==> config.mk <==
export PLATFORM = sky130hd
export DESIGN_NAME = led_effect_timer_unit
export DESIGN_NICKNAME = d
export VERILOG_FILES = /design/src/rtl/let_pkg.sv /design/src/rtl/led_effect_timer_unit.sv
export SDC_FILE = /design/constraint.sdc
export NUM_CORES = 1
export LEC_CHECK = 0
export BUFFER_PORTS_ARGS = -buffer_cell sky130_fd_sc_hd__buf_4
export CORE_MARGIN = 1.5
export CORE_UTILIZATION = 43
export DETAILED_ROUTE_END_ITERATION = 8
export HOLD_SLACK_MARGIN = 0.02
export PLACE_DENSITY = 0.65
export SYNTH_ARGS = -nofsm -noshare
export SYNTH_HDL_FRONTEND = slang
export SYNTH_SLANG_ARGS = --single-unit
==> constraint.sdc <==
create_clock -name clock -period 8.5 [get_ports clock]
set_input_delay 0 -clock clock [delete_from_list [all_inputs] [get_ports clock]]
set_output_delay 0 -clock clock [all_outputs]
set_load 0.05 [all_outputs]
==> src/rtl/let_pkg.sv <==
`timescale 1ns / 1ps

package let_pkg;

   typedef enum logic [1:0] {
      MODE_BLINK,
      MODE_RAMP_UP,
      MODE_RAMP_DOWN,
      MODE_CYCLE
   } mode_type;

   typedef enum logic [2:0] {
      ST_IDLE,
      ST_PREP,
      ST_DIV,
      ST_RELOAD,
      ST_MUL,
      ST_DECIDE,
      ST_FINISH
   } state_type;

   localparam logic [15:0] INTERVAL_RESET = 16'd1000;
   localparam logic        CSR_IDX_INTERVAL = 1'b0;

   localparam logic [7:0]  PCT_MIN = 8'd10;
   localparam logic [7:0]  PCT_MAX = 8'd100;
   localparam logic [15:0] RATIO_DIVIDEND = 16'd100;

   // divider: 16-bit dividend, 9-bit divisor, one quotient bit per cycle
   localparam int          DIV_BITS = 16;
   localparam int          DVSR_BITS = 9;
   localparam logic [3:0]  DIV_LAST = 4'(DIV_BITS - 1);

endpackage

==> src/rtl/led_effect_timer_unit.sv <==
`timescale 1ns / 1ps

// LED effect timer: each request transaction carries the millisecond time, the
// effect mode and the level parameters, and yields one response transaction with
// the next LED level. Period start time and step counter persist between
// transactions. All divisions run through one shared restoring divider, one
// quotient bit per cycle; the cycle mode adds one registered 16x16 multiply.
// Blink runs two divisions, ramp and cycle one each when they step, and a held
// level none; rsp_tvalid may also wait for a stalled earlier response. One
// request is in work at a time; req_tready returns at the edge that loads the
// response into its output register, which may still wait for rsp_tready.
module led_effect_timer_unit (
   input  logic        clock,
   input  logic        reset,
   // req_tdata: now_ms[31:0], current_level[39:32], from_level[47:40],
   //            to_level[55:48], intensity[63:56], on_percent[71:64]
   input  logic [71:0] req_tdata,
   // req_tuser: mode[1:0]
   input  logic [1:0]  req_tuser,
   input  logic        req_tvalid,
   output logic        req_tready,
   // rsp_tdata: level_out[7:0]
   output logic [7:0]  rsp_tdata,
   output logic        rsp_tvalid,
   input  logic        rsp_tready,
   input  logic        csr_psel,
   input  logic        csr_penable,
   input  logic        csr_pwrite,
   input  logic [2:0]  csr_paddr,
   input  logic [31:0] csr_pwdata,
   output logic [31:0] csr_prdata,
   output logic        csr_pready
);

   let_pkg::state_type state_ff, state_in;
   let_pkg::mode_type  mode_ff, mode_in;

   logic [31:0] now_ff, now_in;
   logic [7:0]  cur_ff, cur_in;
   logic [7:0]  from_ff, from_in;
   logic [7:0]  to_ff, to_in;
   logic [7:0]  inten_ff, inten_in;
   logic [7:0]  pct_ff, pct_in;

   logic [15:0] interval_ff, interval_in;
   logic [31:0] ps_ff, ps_in;
   logic [15:0] sc_ff, sc_in;

   logic [31:0] elapsed_ff, elapsed_in;
   logic [let_pkg::DVSR_BITS-1:0] rem_ff, rem_in;
   logic [let_pkg::DIV_BITS-1:0]  quot_ff, quot_in;
   logic [let_pkg::DVSR_BITS-1:0] divisor_ff, divisor_in;
   logic [3:0]  count_ff, count_in;
   logic        pass_ff, pass_in;
   logic [31:0] prod_ff, prod_in;
   logic [7:0]  level_ff, level_in;
   logic        rsp_valid_ff, rsp_valid_in;
   logic [7:0]  rsp_data_ff, rsp_data_in;

   logic        req_acc;
   logic        csr_wr;
   logic [31:0] elapsed0;
   logic        over;
   logic        prep_div;
   logic [7:0]  pct_clamp;
   logic [let_pkg::DVSR_BITS:0] trial;
   logic        trial_ge;
   logic [let_pkg::DVSR_BITS:0] trial_diff;
   logic [let_pkg::DVSR_BITS-1:0] div_step_rem;
   logic [let_pkg::DIV_BITS-1:0]  div_step_quot;
   logic        out_free;

   assign req_tready = (state_ff == let_pkg::ST_IDLE);
   assign req_acc    = req_tvalid && req_tready;
   assign rsp_tvalid = rsp_valid_ff;
   assign rsp_tdata  = rsp_data_ff;
   assign csr_pready = 1'b1;
   assign csr_wr     = csr_psel && csr_penable && csr_pwrite && csr_pready &&
                       (csr_paddr[2] == let_pkg::CSR_IDX_INTERVAL);
   assign csr_prdata = (csr_paddr[2] == let_pkg::CSR_IDX_INTERVAL) ?
                       {16'd0, interval_ff} : 32'd0;
   assign out_free   = !rsp_valid_ff || rsp_tready;

   assign elapsed0 = now_ff - ps_ff;
   assign over     = elapsed0 > {16'd0, interval_ff};

   always_comb begin
      if (pct_ff < let_pkg::PCT_MIN) begin
         pct_clamp = let_pkg::PCT_MIN;
      end else if (pct_ff > let_pkg::PCT_MAX) begin
         pct_clamp = let_pkg::PCT_MAX;
      end else begin
         pct_clamp = pct_ff;
      end
   end

   always_comb begin
      case (mode_ff)
         let_pkg::MODE_BLINK:     prep_div = 1'b1;
         let_pkg::MODE_RAMP_UP:   prep_div = (to_ff > cur_ff) && (to_ff > from_ff);
         let_pkg::MODE_RAMP_DOWN: prep_div = (to_ff < cur_ff) && (from_ff > to_ff);
         let_pkg::MODE_CYCLE:     prep_div = (to_ff > from_ff);
         default:                 prep_div = 1'b0;
      endcase
   end

   // shared restoring divider step
   assign trial         = {rem_ff, quot_ff[let_pkg::DIV_BITS-1]};
   assign trial_ge      = trial >= {1'b0, divisor_ff};
   assign trial_diff    = trial - {1'b0, divisor_ff};
   assign div_step_rem  = trial_ge ? trial_diff[let_pkg::DVSR_BITS-1:0]
                                   : trial[let_pkg::DVSR_BITS-1:0];
   assign div_step_quot = {quot_ff[let_pkg::DIV_BITS-2:0], trial_ge};

   // next state
   always_comb begin
      state_in = state_ff;
      case (state_ff)
         let_pkg::ST_IDLE: begin
            if (req_acc) state_in = let_pkg::ST_PREP;
         end
         let_pkg::ST_PREP: begin
            state_in = prep_div ? let_pkg::ST_DIV : let_pkg::ST_FINISH;
         end
         let_pkg::ST_DIV: begin
            if (count_ff == 4'd0) begin
               if (mode_ff == let_pkg::MODE_BLINK && !pass_ff) begin
                  state_in = let_pkg::ST_RELOAD;
               end else if (mode_ff == let_pkg::MODE_CYCLE) begin
                  state_in = let_pkg::ST_MUL;
               end else begin
                  state_in = let_pkg::ST_DECIDE;
               end
            end
         end
         let_pkg::ST_RELOAD: state_in = let_pkg::ST_DIV;
         let_pkg::ST_MUL:    state_in = let_pkg::ST_DECIDE;
         let_pkg::ST_DECIDE: state_in = let_pkg::ST_FINISH;
         let_pkg::ST_FINISH: begin
            if (out_free) state_in = let_pkg::ST_IDLE;
         end
         default: state_in = let_pkg::ST_IDLE;
      endcase
   end

   // datapath
   always_comb begin
      mode_in      = mode_ff;
      now_in       = now_ff;
      cur_in       = cur_ff;
      from_in      = from_ff;
      to_in        = to_ff;
      inten_in     = inten_ff;
      pct_in       = pct_ff;
      interval_in  = interval_ff;
      ps_in        = ps_ff;
      sc_in        = sc_ff;
      elapsed_in   = elapsed_ff;
      rem_in       = rem_ff;
      quot_in      = quot_ff;
      divisor_in   = divisor_ff;
      count_in     = count_ff;
      pass_in      = pass_ff;
      prod_in      = prod_ff;
      level_in     = level_ff;
      rsp_valid_in = rsp_valid_ff;
      rsp_data_in  = rsp_data_ff;

      if (csr_wr) interval_in = csr_pwdata[15:0];
      if (rsp_valid_ff && rsp_tready) rsp_valid_in = 1'b0;

      case (state_ff)
         let_pkg::ST_IDLE: begin
            if (req_acc) begin
               mode_in  = let_pkg::mode_type'(req_tuser);
               now_in   = req_tdata[31:0];
               cur_in   = req_tdata[39:32];
               from_in  = req_tdata[47:40];
               to_in    = req_tdata[55:48];
               inten_in = req_tdata[63:56];
               pct_in   = req_tdata[71:64];
            end
         end
         let_pkg::ST_PREP: begin
            elapsed_in = elapsed0;
            rem_in     = '0;
            count_in   = let_pkg::DIV_LAST;
            pass_in    = 1'b0;
            quot_in    = interval_ff;
            level_in   = cur_ff;
            case (mode_ff)
               let_pkg::MODE_BLINK: begin
                  if (over) begin
                     ps_in      = now_ff;
                     elapsed_in = '0;
                  end
                  quot_in    = let_pkg::RATIO_DIVIDEND;
                  divisor_in = {1'b0, pct_clamp};
               end
               let_pkg::MODE_RAMP_UP: begin
                  divisor_in = {1'b0, 8'(to_ff - from_ff)};
               end
               let_pkg::MODE_RAMP_DOWN: begin
                  divisor_in = {1'b0, 8'(from_ff - to_ff)};
               end
               let_pkg::MODE_CYCLE: begin
                  if (over) begin
                     ps_in      = now_ff;
                     elapsed_in = '0;
                     sc_in      = 16'd1;
                  end else if (sc_ff == 16'd0) begin
                     sc_in = 16'd1;
                  end
                  divisor_in = {8'(to_ff - from_ff), 1'b0};
               end
               default: ;
            endcase
         end
         let_pkg::ST_DIV: begin
            rem_in   = div_step_rem;
            quot_in  = div_step_quot;
            count_in = count_ff - 4'd1;
         end
         let_pkg::ST_RELOAD: begin
            divisor_in = quot_ff[let_pkg::DVSR_BITS-1:0];
            quot_in    = interval_ff;
            rem_in     = '0;
            count_in   = let_pkg::DIV_LAST;
            pass_in    = 1'b1;
         end
         let_pkg::ST_MUL: begin
            prod_in = quot_ff * sc_ff;
         end
         let_pkg::ST_DECIDE: begin
            case (mode_ff)
               let_pkg::MODE_BLINK: begin
                  level_in = (elapsed_ff < {16'd0, quot_ff}) ? inten_ff : 8'd0;
               end
               let_pkg::MODE_RAMP_UP: begin
                  if (elapsed_ff > {16'd0, quot_ff}) begin
                     ps_in    = now_ff;
                     level_in = cur_ff + 8'd1;
                  end
               end
               let_pkg::MODE_RAMP_DOWN: begin
                  if (elapsed_ff > {16'd0, quot_ff}) begin
                     ps_in    = now_ff;
                     level_in = cur_ff - 8'd1;
                  end
               end
               let_pkg::MODE_CYCLE: begin
                  if (elapsed_ff > {17'd0, interval_ff[15:1]}) begin
                     if (from_ff < cur_ff && elapsed_ff > prod_ff) begin
                        sc_in    = sc_ff + 16'd1;
                        level_in = cur_ff - 8'd1;
                     end
                  end else if (to_ff > cur_ff && elapsed_ff > prod_ff) begin
                     sc_in    = sc_ff + 16'd1;
                     level_in = cur_ff + 8'd1;
                  end
               end
               default: ;
            endcase
         end
         let_pkg::ST_FINISH: begin
            if (out_free) begin
               rsp_valid_in = 1'b1;
               rsp_data_in  = level_ff;
            end
         end
         default: ;
      endcase
   end

   always_ff @(posedge clock) begin
      if (reset) begin
         state_ff     <= let_pkg::ST_IDLE;
         interval_ff  <= let_pkg::INTERVAL_RESET;
         ps_ff        <= '0;
         sc_ff        <= '0;
         pass_ff      <= 1'b0;
         rsp_valid_ff <= 1'b0;
      end else begin
         state_ff     <= state_in;
         interval_ff  <= interval_in;
         ps_ff        <= ps_in;
         sc_ff        <= sc_in;
         pass_ff      <= pass_in;
         rsp_valid_ff <= rsp_valid_in;
      end
   end

   always_ff @(posedge clock) begin
      mode_ff     <= mode_in;
      now_ff      <= now_in;
      cur_ff      <= cur_in;
      from_ff     <= from_in;
      to_ff       <= to_in;
      inten_ff    <= inten_in;
      pct_ff      <= pct_in;
      elapsed_ff  <= elapsed_in;
      rem_ff      <= rem_in;
      quot_ff     <= quot_in;
      divisor_ff  <= divisor_in;
      count_ff    <= count_in;
      prod_ff     <= prod_in;
      level_ff    <= level_in;
      rsp_data_ff <= rsp_data_in;
   end

endmodule

==> flow_metrics.py, run 1 <==
metrics = {
    "cts": {
        "cts_tree": "done",
        "cts_resized": 0,
        "htree_levels": 1,
        "clockBufferDepth": 3,
        "cts_buffers": 30,
        "clk_pin_slew_worst_paths_ns": 0.07,
        "insertion_delay_ns": 0.60,
        "cts-root-buf": "clkbuf_16",
        "cts_sinks": 261,
        "cts_setup_buffers": 0,
        "holdBufCountCts": 103,
    },
    "synthesis": {
        "ys_seq_elements": 261,
        "synthArstFlopShare_pct": 0,
        "yosys_most_used_dff": "edfxtp_1",
        "yosys-top-cells-count": "inv_1 (390), ha_1 (263), nand2_1 (225), fa_1 (198), edfxtp_1 (192)",
        "yosysTopAreaCell": "edfxtp_1",
        "ys_top_cells_by_area": "edfxtp_1 (24%), fa_1 (16%), ha_1 (13%)",
        "yosys.area_share.simple_pct": 14.73,
        "synthMuxAreaShare_pct": 0.5010,
        "synth_most_common_cell": "inv_1",
        "synth_top_family_by_area": "adder cells",
        "postSynthAreaPerCell_sq_um": 9.478,
        "synth.top_cell.area_share_pct": 23.56,
        "synth-compound-area-share_pct": 14.94,
        "synth.distinct_cells": 99,
        "netlist_area_sq_um": 24470,
        "syn_inst": 2582,
        "synth-edff-count": 192,
        "ys_seq_area_share_pct": 29.20,
        "synthAdderAreaFrac_pct": 29.64,
        "synth_xor_xnor_area_share_pct": 2.362,
        "yosysWarnings": 0,
    },
    "routing": {
        "drt-vias-per-instance": 5.533,
        "firstDrtPassIters": 6,
        "drc": 0,
        "wl_per_cell_microns": 19.32,
        "postRouteAntennaNets": 0,
        "drt_iter0_markers": 1518,
        "drt_wl_total_mm": 68.25,
        "num_vias": 19550,
    },
    "cells_and_area": {
        "instances_no_fill": 3533,
        "synthToLayoutAreaGrowth_pct": 14.75,
        "fill_cells": 5140,
        "diodes": 0,
        "drive_above_1_share_pct": 9.435,
        "fin_nets": 3330,
    },
    "worst_setup_path": {
        "crit_path_frequent_cell": "fa_1",
        "crit_path_end_kind": "flop",
        "crit_required_ns": 8.84,
        "arrival_ns": 8.08,
        "max_stage_delay_ns": 0.83,
        "worst_setup_path_start_kind": "flop",
        "setup.worst_path.class": "reg2reg",
        "crit_chain": "inv_1 -> nor2_1 -> fa_1 -> inv_1 -> fa_1 -> fa_1 -> inv_1 -> fa_1 -> fa_1 -> inv_1 -> fa_1 -> inv_1 -> ha_1 -> a21o_1 -> a21o_1 -> a311oi_1 -> a21oi_1 -> o41a_1 -> o41a_1 -> nor2_1 -> o2111ai_1 -> a21oi_1 -> xnor2_1",
        "critPathSlowestCell": "edfxtp_1",
        "path_buf_inv": 5,
        "cp_max_fo": 15,
        "path_delay_family": "adder cells",
    },
    "floorplanning": {
        "coreArea_sq_um": 56280,
        "ios": 159,
        "die_h_microns": 241.6,
        "initial_utilization_pct": 43.48,
        "die_w_microns": 241.6,
        "dieArea_sq_um": 58350,
        "rows": 87,
    },
    "run_status": {
        "status": "finished, final reports clean",
    },
    "timing": {
        "fmaxAchievable_mhz": 129.2,
        "timing.final.crit_period_ns": 7.741,
        "max_slew_margin_pct": 18.41,
        "finalClockSkew_ns": 0.01729,
        "tightest_slew_ns": 1.219,
        "period_share_pct": 91.07,
        "finalSetupTns_ns": 0,
        "setup_viol": 0,
        "rsz0062_at_grt": "false",
        "hold_viol": 0,
        "drv_slew": 0,
    },
    "global_route": {
        "grt_usage_pct": 23.06,
        "grt_max_degree": 75,
        "antenna_found_initial": 0,
        "grt_pass1_vias": 19600,
        "grt_pass1_wl_mm": 107.3,
        "gr-total-overflow": 0,
    },
    "min_path": {
        "hold_class": "in2reg",
    },
    "power_and_ir_drop": {
        "p_leak_nw": 12.51,
        "p_per_area_nw_per_um2": 266.1,
        "irDropWorstVdd_v": 0.0002805,
    },
    "placed_design": {
        "hpwl_mm": 53.12,
        "port_buffers": 123,
        "placed_cells": 3374,
        "place_congestion": 0.9562,
    },
    "job": {
        "cap_viol_max_count": 0,
    },
}
## metrics by stage
step	hold slack [ns]	total power, W	setup slack, ns	cell area (sq um)	util (%)
final	0.1170	0.007471	0.7589	28080	49.90
after global routing	0.09933	0.007947	0.5223	28080	49.90
after CTS	0.08777	0.007444	0.8699	28080	49.90
after detailed placement	0.1793	0.005978	0.8907	25960	46.14
after global placement	0.1780	0.005854	0.9669	25960	46.14
after floorplan	0.09887	0.004837	1.654	24530	-
## path summary, 6_finish.rpt
path	from	end	slack [ns]	cells after the start
setup / recovery	quot_ff[7]	prod_ff[30]	0.76	23
hold / removal	req_tdata[48]	to_ff[0]	0.12	2
setup reg to reg	quot_ff[7]	prod_ff[30]	0.76	23
hold reg to reg	level_ff[7]	rsp_tdata[7]	0.42	0
## power breakdown
part / leakage, nW / switching, W / internal (W) / total, W
clock network: 0.537 / 0.000573 / 0.000837 / 0.00141
logic: 9.60 / 0.00233 / 0.00138 / 0.00372
registers: 2.37 / 0.000403 / 0.00194 / 0.00235
## cell families (layout without fill, tap and decap cells)
kind of cell	Yosys count	in the layout
buffers and inverters	521	701
other	2	17
AO/OA/AOI/OAI	527	527
multiplexers	12	12
flip-flops	261	261
AND/OR/NAND/NOR	732	732
adder cells (fa/ha/maj)	461	461
XOR/XNOR	66	66
## worst reg2reg max path, cell delays in order, from the launching register on
cell       delay (ns)
edfxtp_1         0.83
inv_1            0.36
nor2_1           0.24
fa_1             0.46
inv_1            0.10
fa_1             0.42
fa_1             0.52
inv_1            0.05
fa_1             0.46
fa_1             0.55
inv_1            0.05
fa_1             0.53
inv_1            0.04
ha_1             0.33
a21o_1           0.18
a21o_1           0.23
a311oi_1         0.47
a21oi_1          0.23
o41a_1           0.46
o41a_1           0.36
nor2_1           0.18
o2111ai_1        0.17
a21oi_1          0.22
xnor2_1          0.08
## area by class of cell
cell class	instances	area, sq um	share of cell area [%]
clock buffer	38	852.1	3.034
clock inverter	18	232.7	0.8288
inverter	398	1494	5.320
multi-input combinational	1815	15300	54.48
sequential	261	7147	25.45
tap	756	945.9	3.369
timing repair buffer	247	2112	7.521
## per-layer routing
metal | global-route usage, % | wire length [microns]
met2 | 37.01 | 31000
met1 | 32.27 | 31050
met4 | 6.641 | 1892
met5 | 0 | 0
met3 | 3.463 | 4311
## sequential cells by signal, summed over array words and instances, names as in the netlist
name and count:
divisor_ff 9, ps_ff 32, quot_ff 16, cur_ff 8
state_ff 3, rem_ff 9, sc_ff 16, count_ff 4
pass_ff 1, elapsed_ff 32, mode_ff 2, inten_ff 8
from_ff 8, prod_ff 32, rsp_tdata 8, level_ff 8
to_ff 8, interval_ff 16, now_ff 32, rsp_tvalid 1
pct_ff 8
## cells in the final DEF (no fill, tap or decap), types with 27 or more instances in the layout
cell and instances:
clkbuf_16 31, nand2_1 225, nor2_1 153, o21a_1 27, nand3_1 73, ha_1 263, dlygate4sd3_1 103, a21o_1 64
and2_1 71, dfxtp_1 69, inv_1 390, a21oi_1 146, xnor2_1 47, o21ai_1 33, nor2b_1 39, edfxtp_1 192
nand4_1 34, nor3_1 41, buf_4 144, o21ai_0 54, fa_1 198
Power figures use the tool's default switching activity.
==> run 2: changes to the inputs <==
- PLACE_DENSITY: 0.65 -> 0.59
- SLEW_MARGIN: unset -> 20
==> run 2 against run 1 <==
Compared with the run above:
- non-clock buffer count up 6
- critical path depth decreased by 1
- largest cell class unchanged
- clock skew up 0.0031 ns
==> flow_metrics.py, run 2 (same netlist as run 1, synthesis figures left out) <==
metrics = {
    "run_status": {
        "status": "finished, final reports clean",
    },
    "placed_design": {
        "place_ws_ns": 0.7585,
        "port_buffers": 123,
        "place_congestion": 0.9365,
        "hpwl_mm": 53.59,
    },
    "global_route": {
        "grt.met1_usage_pct": 32.81,
        "grt_usage_pct": 23.89,
        "gr-max-usage-layer": "met2",
        "use_met2_pct": 38.20,
        "grt_pass1_wl_mm": 109.8,
        "grt_pass1_vias": 20040,
        "gr-total-overflow": 0,
        "grt.met3_usage_pct": 3.984,
        "grt_max_degree": 75,
        "antenna_found_initial": 1,
    },
    "routing": {
        "drt_wl_total_mm": 69.41,
        "drt_iter0_markers": 1443,
        "wl_per_cell_microns": 19.60,
        "postRouteAntennaNets": 0,
        "drt-vias-per-instance": 5.470,
        "num_vias": 19380,
        "firstDrtPassIters": 6,
        "drc": 0,
    },
    "timing": {
        "hold_viol": 0,
        "finalSetupTns_ns": 0,
        "period_share_pct": 90.25,
        "max_slew_margin_pct": 21.27,
        "tightest_slew_ns": 1.151,
        "fmaxAchievable_mhz": 130.4,
        "drv_slew": 0,
        "rsz0062_at_grt": "false",
        "timing.final.crit_period_ns": 7.671,
        "fin_ws_ns": 0.8289,
        "setup_viol": 0,
        "finalClockSkew_ns": 0.02035,
    },
    "cells_and_area": {
        "fin_nets": 3340,
        "diodes": 0,
        "synthToLayoutAreaGrowth_pct": 14.93,
        "layout.cells.most_common": "inv_1",
        "final_util_pct": 49.98,
        "drive_above_1_share_pct": 9.512,
        "final_cell_mix": "inv_1 (390), ha_1 (263), nand2_1 (225)",
    },
    "worst_setup_path": {
        "setup.worst_path.class": "reg2reg",
        "critPathLaunch": "sc_ff[3]",
        "crit_path_end_kind": "flop",
        "cp_max_fo": 21,
        "r2r_start": "sc_ff[3]",
        "arrival_ns": 7.98,
        "crit_required_ns": 8.81,
        "worst_setup_path_start_kind": "flop",
    },
    "cts": {
        "clk_pin_slew_worst_paths_ns": 0.05,
        "insertion_delay_ns": 0.56,
        "cts_buffers": 34,
        "cts_setup_buffers": 0,
        "htree_levels": 2,
        "clockBufferDepth": 3,
        "cts-root-buf": "clkbuf_16",
        "cts_tree": "done",
        "cts_sinks": 261,
        "cts_resized": 0,
    },
    "min_path": {
        "hp-start": "req_tdata[25]",
        "hold_class": "in2reg",
    },
    "power_and_ir_drop": {
        "p_per_area_nw_per_um2": 266.2,
        "p_leak_nw": 12.53,
        "irDropWorstVdd_v": 0.0004245,
    },
    "floorplanning": {
        "die_h_microns": 241.6,
        "initial_utilization_pct": 43.48,
        "dieArea_sq_um": 58350,
        "ios": 159,
        "die_w_microns": 241.6,
        "rows": 87,
        "coreArea_sq_um": 56280,
    },
    "job": {
        "cap_viol_max_count": 0,
    },
}
-- run 2: cell count changes in the layout (fill, tap and decap cells not counted), sizes merged --
cell / change
clkinv: +2
bufinv: -4
dlygate4sd3: +1
buf: +5
clkinvlp: -1
clkbuf: +6
-- run 2: worst max-delay path, cell delays in order (launching register included) --
cell	delay [ns]
dfxtp_1	0.92
nand2_1	0.19
fa_1	0.60
fa_1	0.43
fa_1	0.51
fa_1	0.50
inv_1	0.06
fa_1	0.53
inv_1	0.05
fa_1	0.52
inv_1	0.04
ha_1	0.35
a21o_1	0.18
a21o_1	0.18
a21o_1	0.22
a311oi_1	0.50
a21oi_1	0.22
o41a_1	0.46
o41a_1	0.35
nor2_1	0.18
o2111ai_1	0.16
a21oi_1	0.20
xnor2_1	0.08
-- run 2: final cells by class --
| cell class | count | area, sq um |
|---|---|---|
| Clock buffer | 44 | 939.7 |
| Multi-Input combinational cell | 1815 | 15310 |
| Clock inverter | 15 | 113.9 |
| Tap cell | 756 | 945.9 |
| Fill cell | 5163 | 28150 |
| Sequential cell | 261 | 7147 |
| Inverter | 398 | 1494 |
| Timing Repair Buffer | 253 | 2180 |
-- run 2: stage by stage --
step	hold slack (ns)	instances	power (W)	area, sq um
floorplan	0.09887	2597	0.004837	24530
global placement	0.1777	3378	0.005891	25990
detailed placement	0.1793	3378	0.006009	25990
CTS	0.1275	3541	0.007456	28090
global route	0.1472	3542	0.007999	28130
finish	0.1510	3542	0.007486	28130
-- run 2: worst paths after layout --
path | endpoint | slack [ns] | cells past startpoint
setup / recovery | prod_ff[30] | 0.83 | 22
hold / removal | now_ff[25] | 0.15 | 2
hold reg to reg | rsp_tdata[6] | 0.42 | 0
setup reg to reg | prod_ff[30] | 0.83 | 22
-- run 2: power by group --
group / leakage (nW) / switching (W) / internal (W)
combinational: 9.63 / 0.00237 / 0.00141
sequential: 2.37 / 0.000371 / 0.00194
clock: 0.522 / 0.000602 / 0.000790
-- run 2: repair_timing --
action	in CTS	in global routing
hold buffers	104	0
hold endpoints to repair	128	0
endpoints found under the setup margin	0	0
-- run 2: routing by layer --
metal / vias to the layer above / wire (microns)
met1: 9460 / 31170
met4: 0 / 2208
li1: 9165 / -
met2: 638 / 31600
met5: - / 0
met3: 112 / 4424
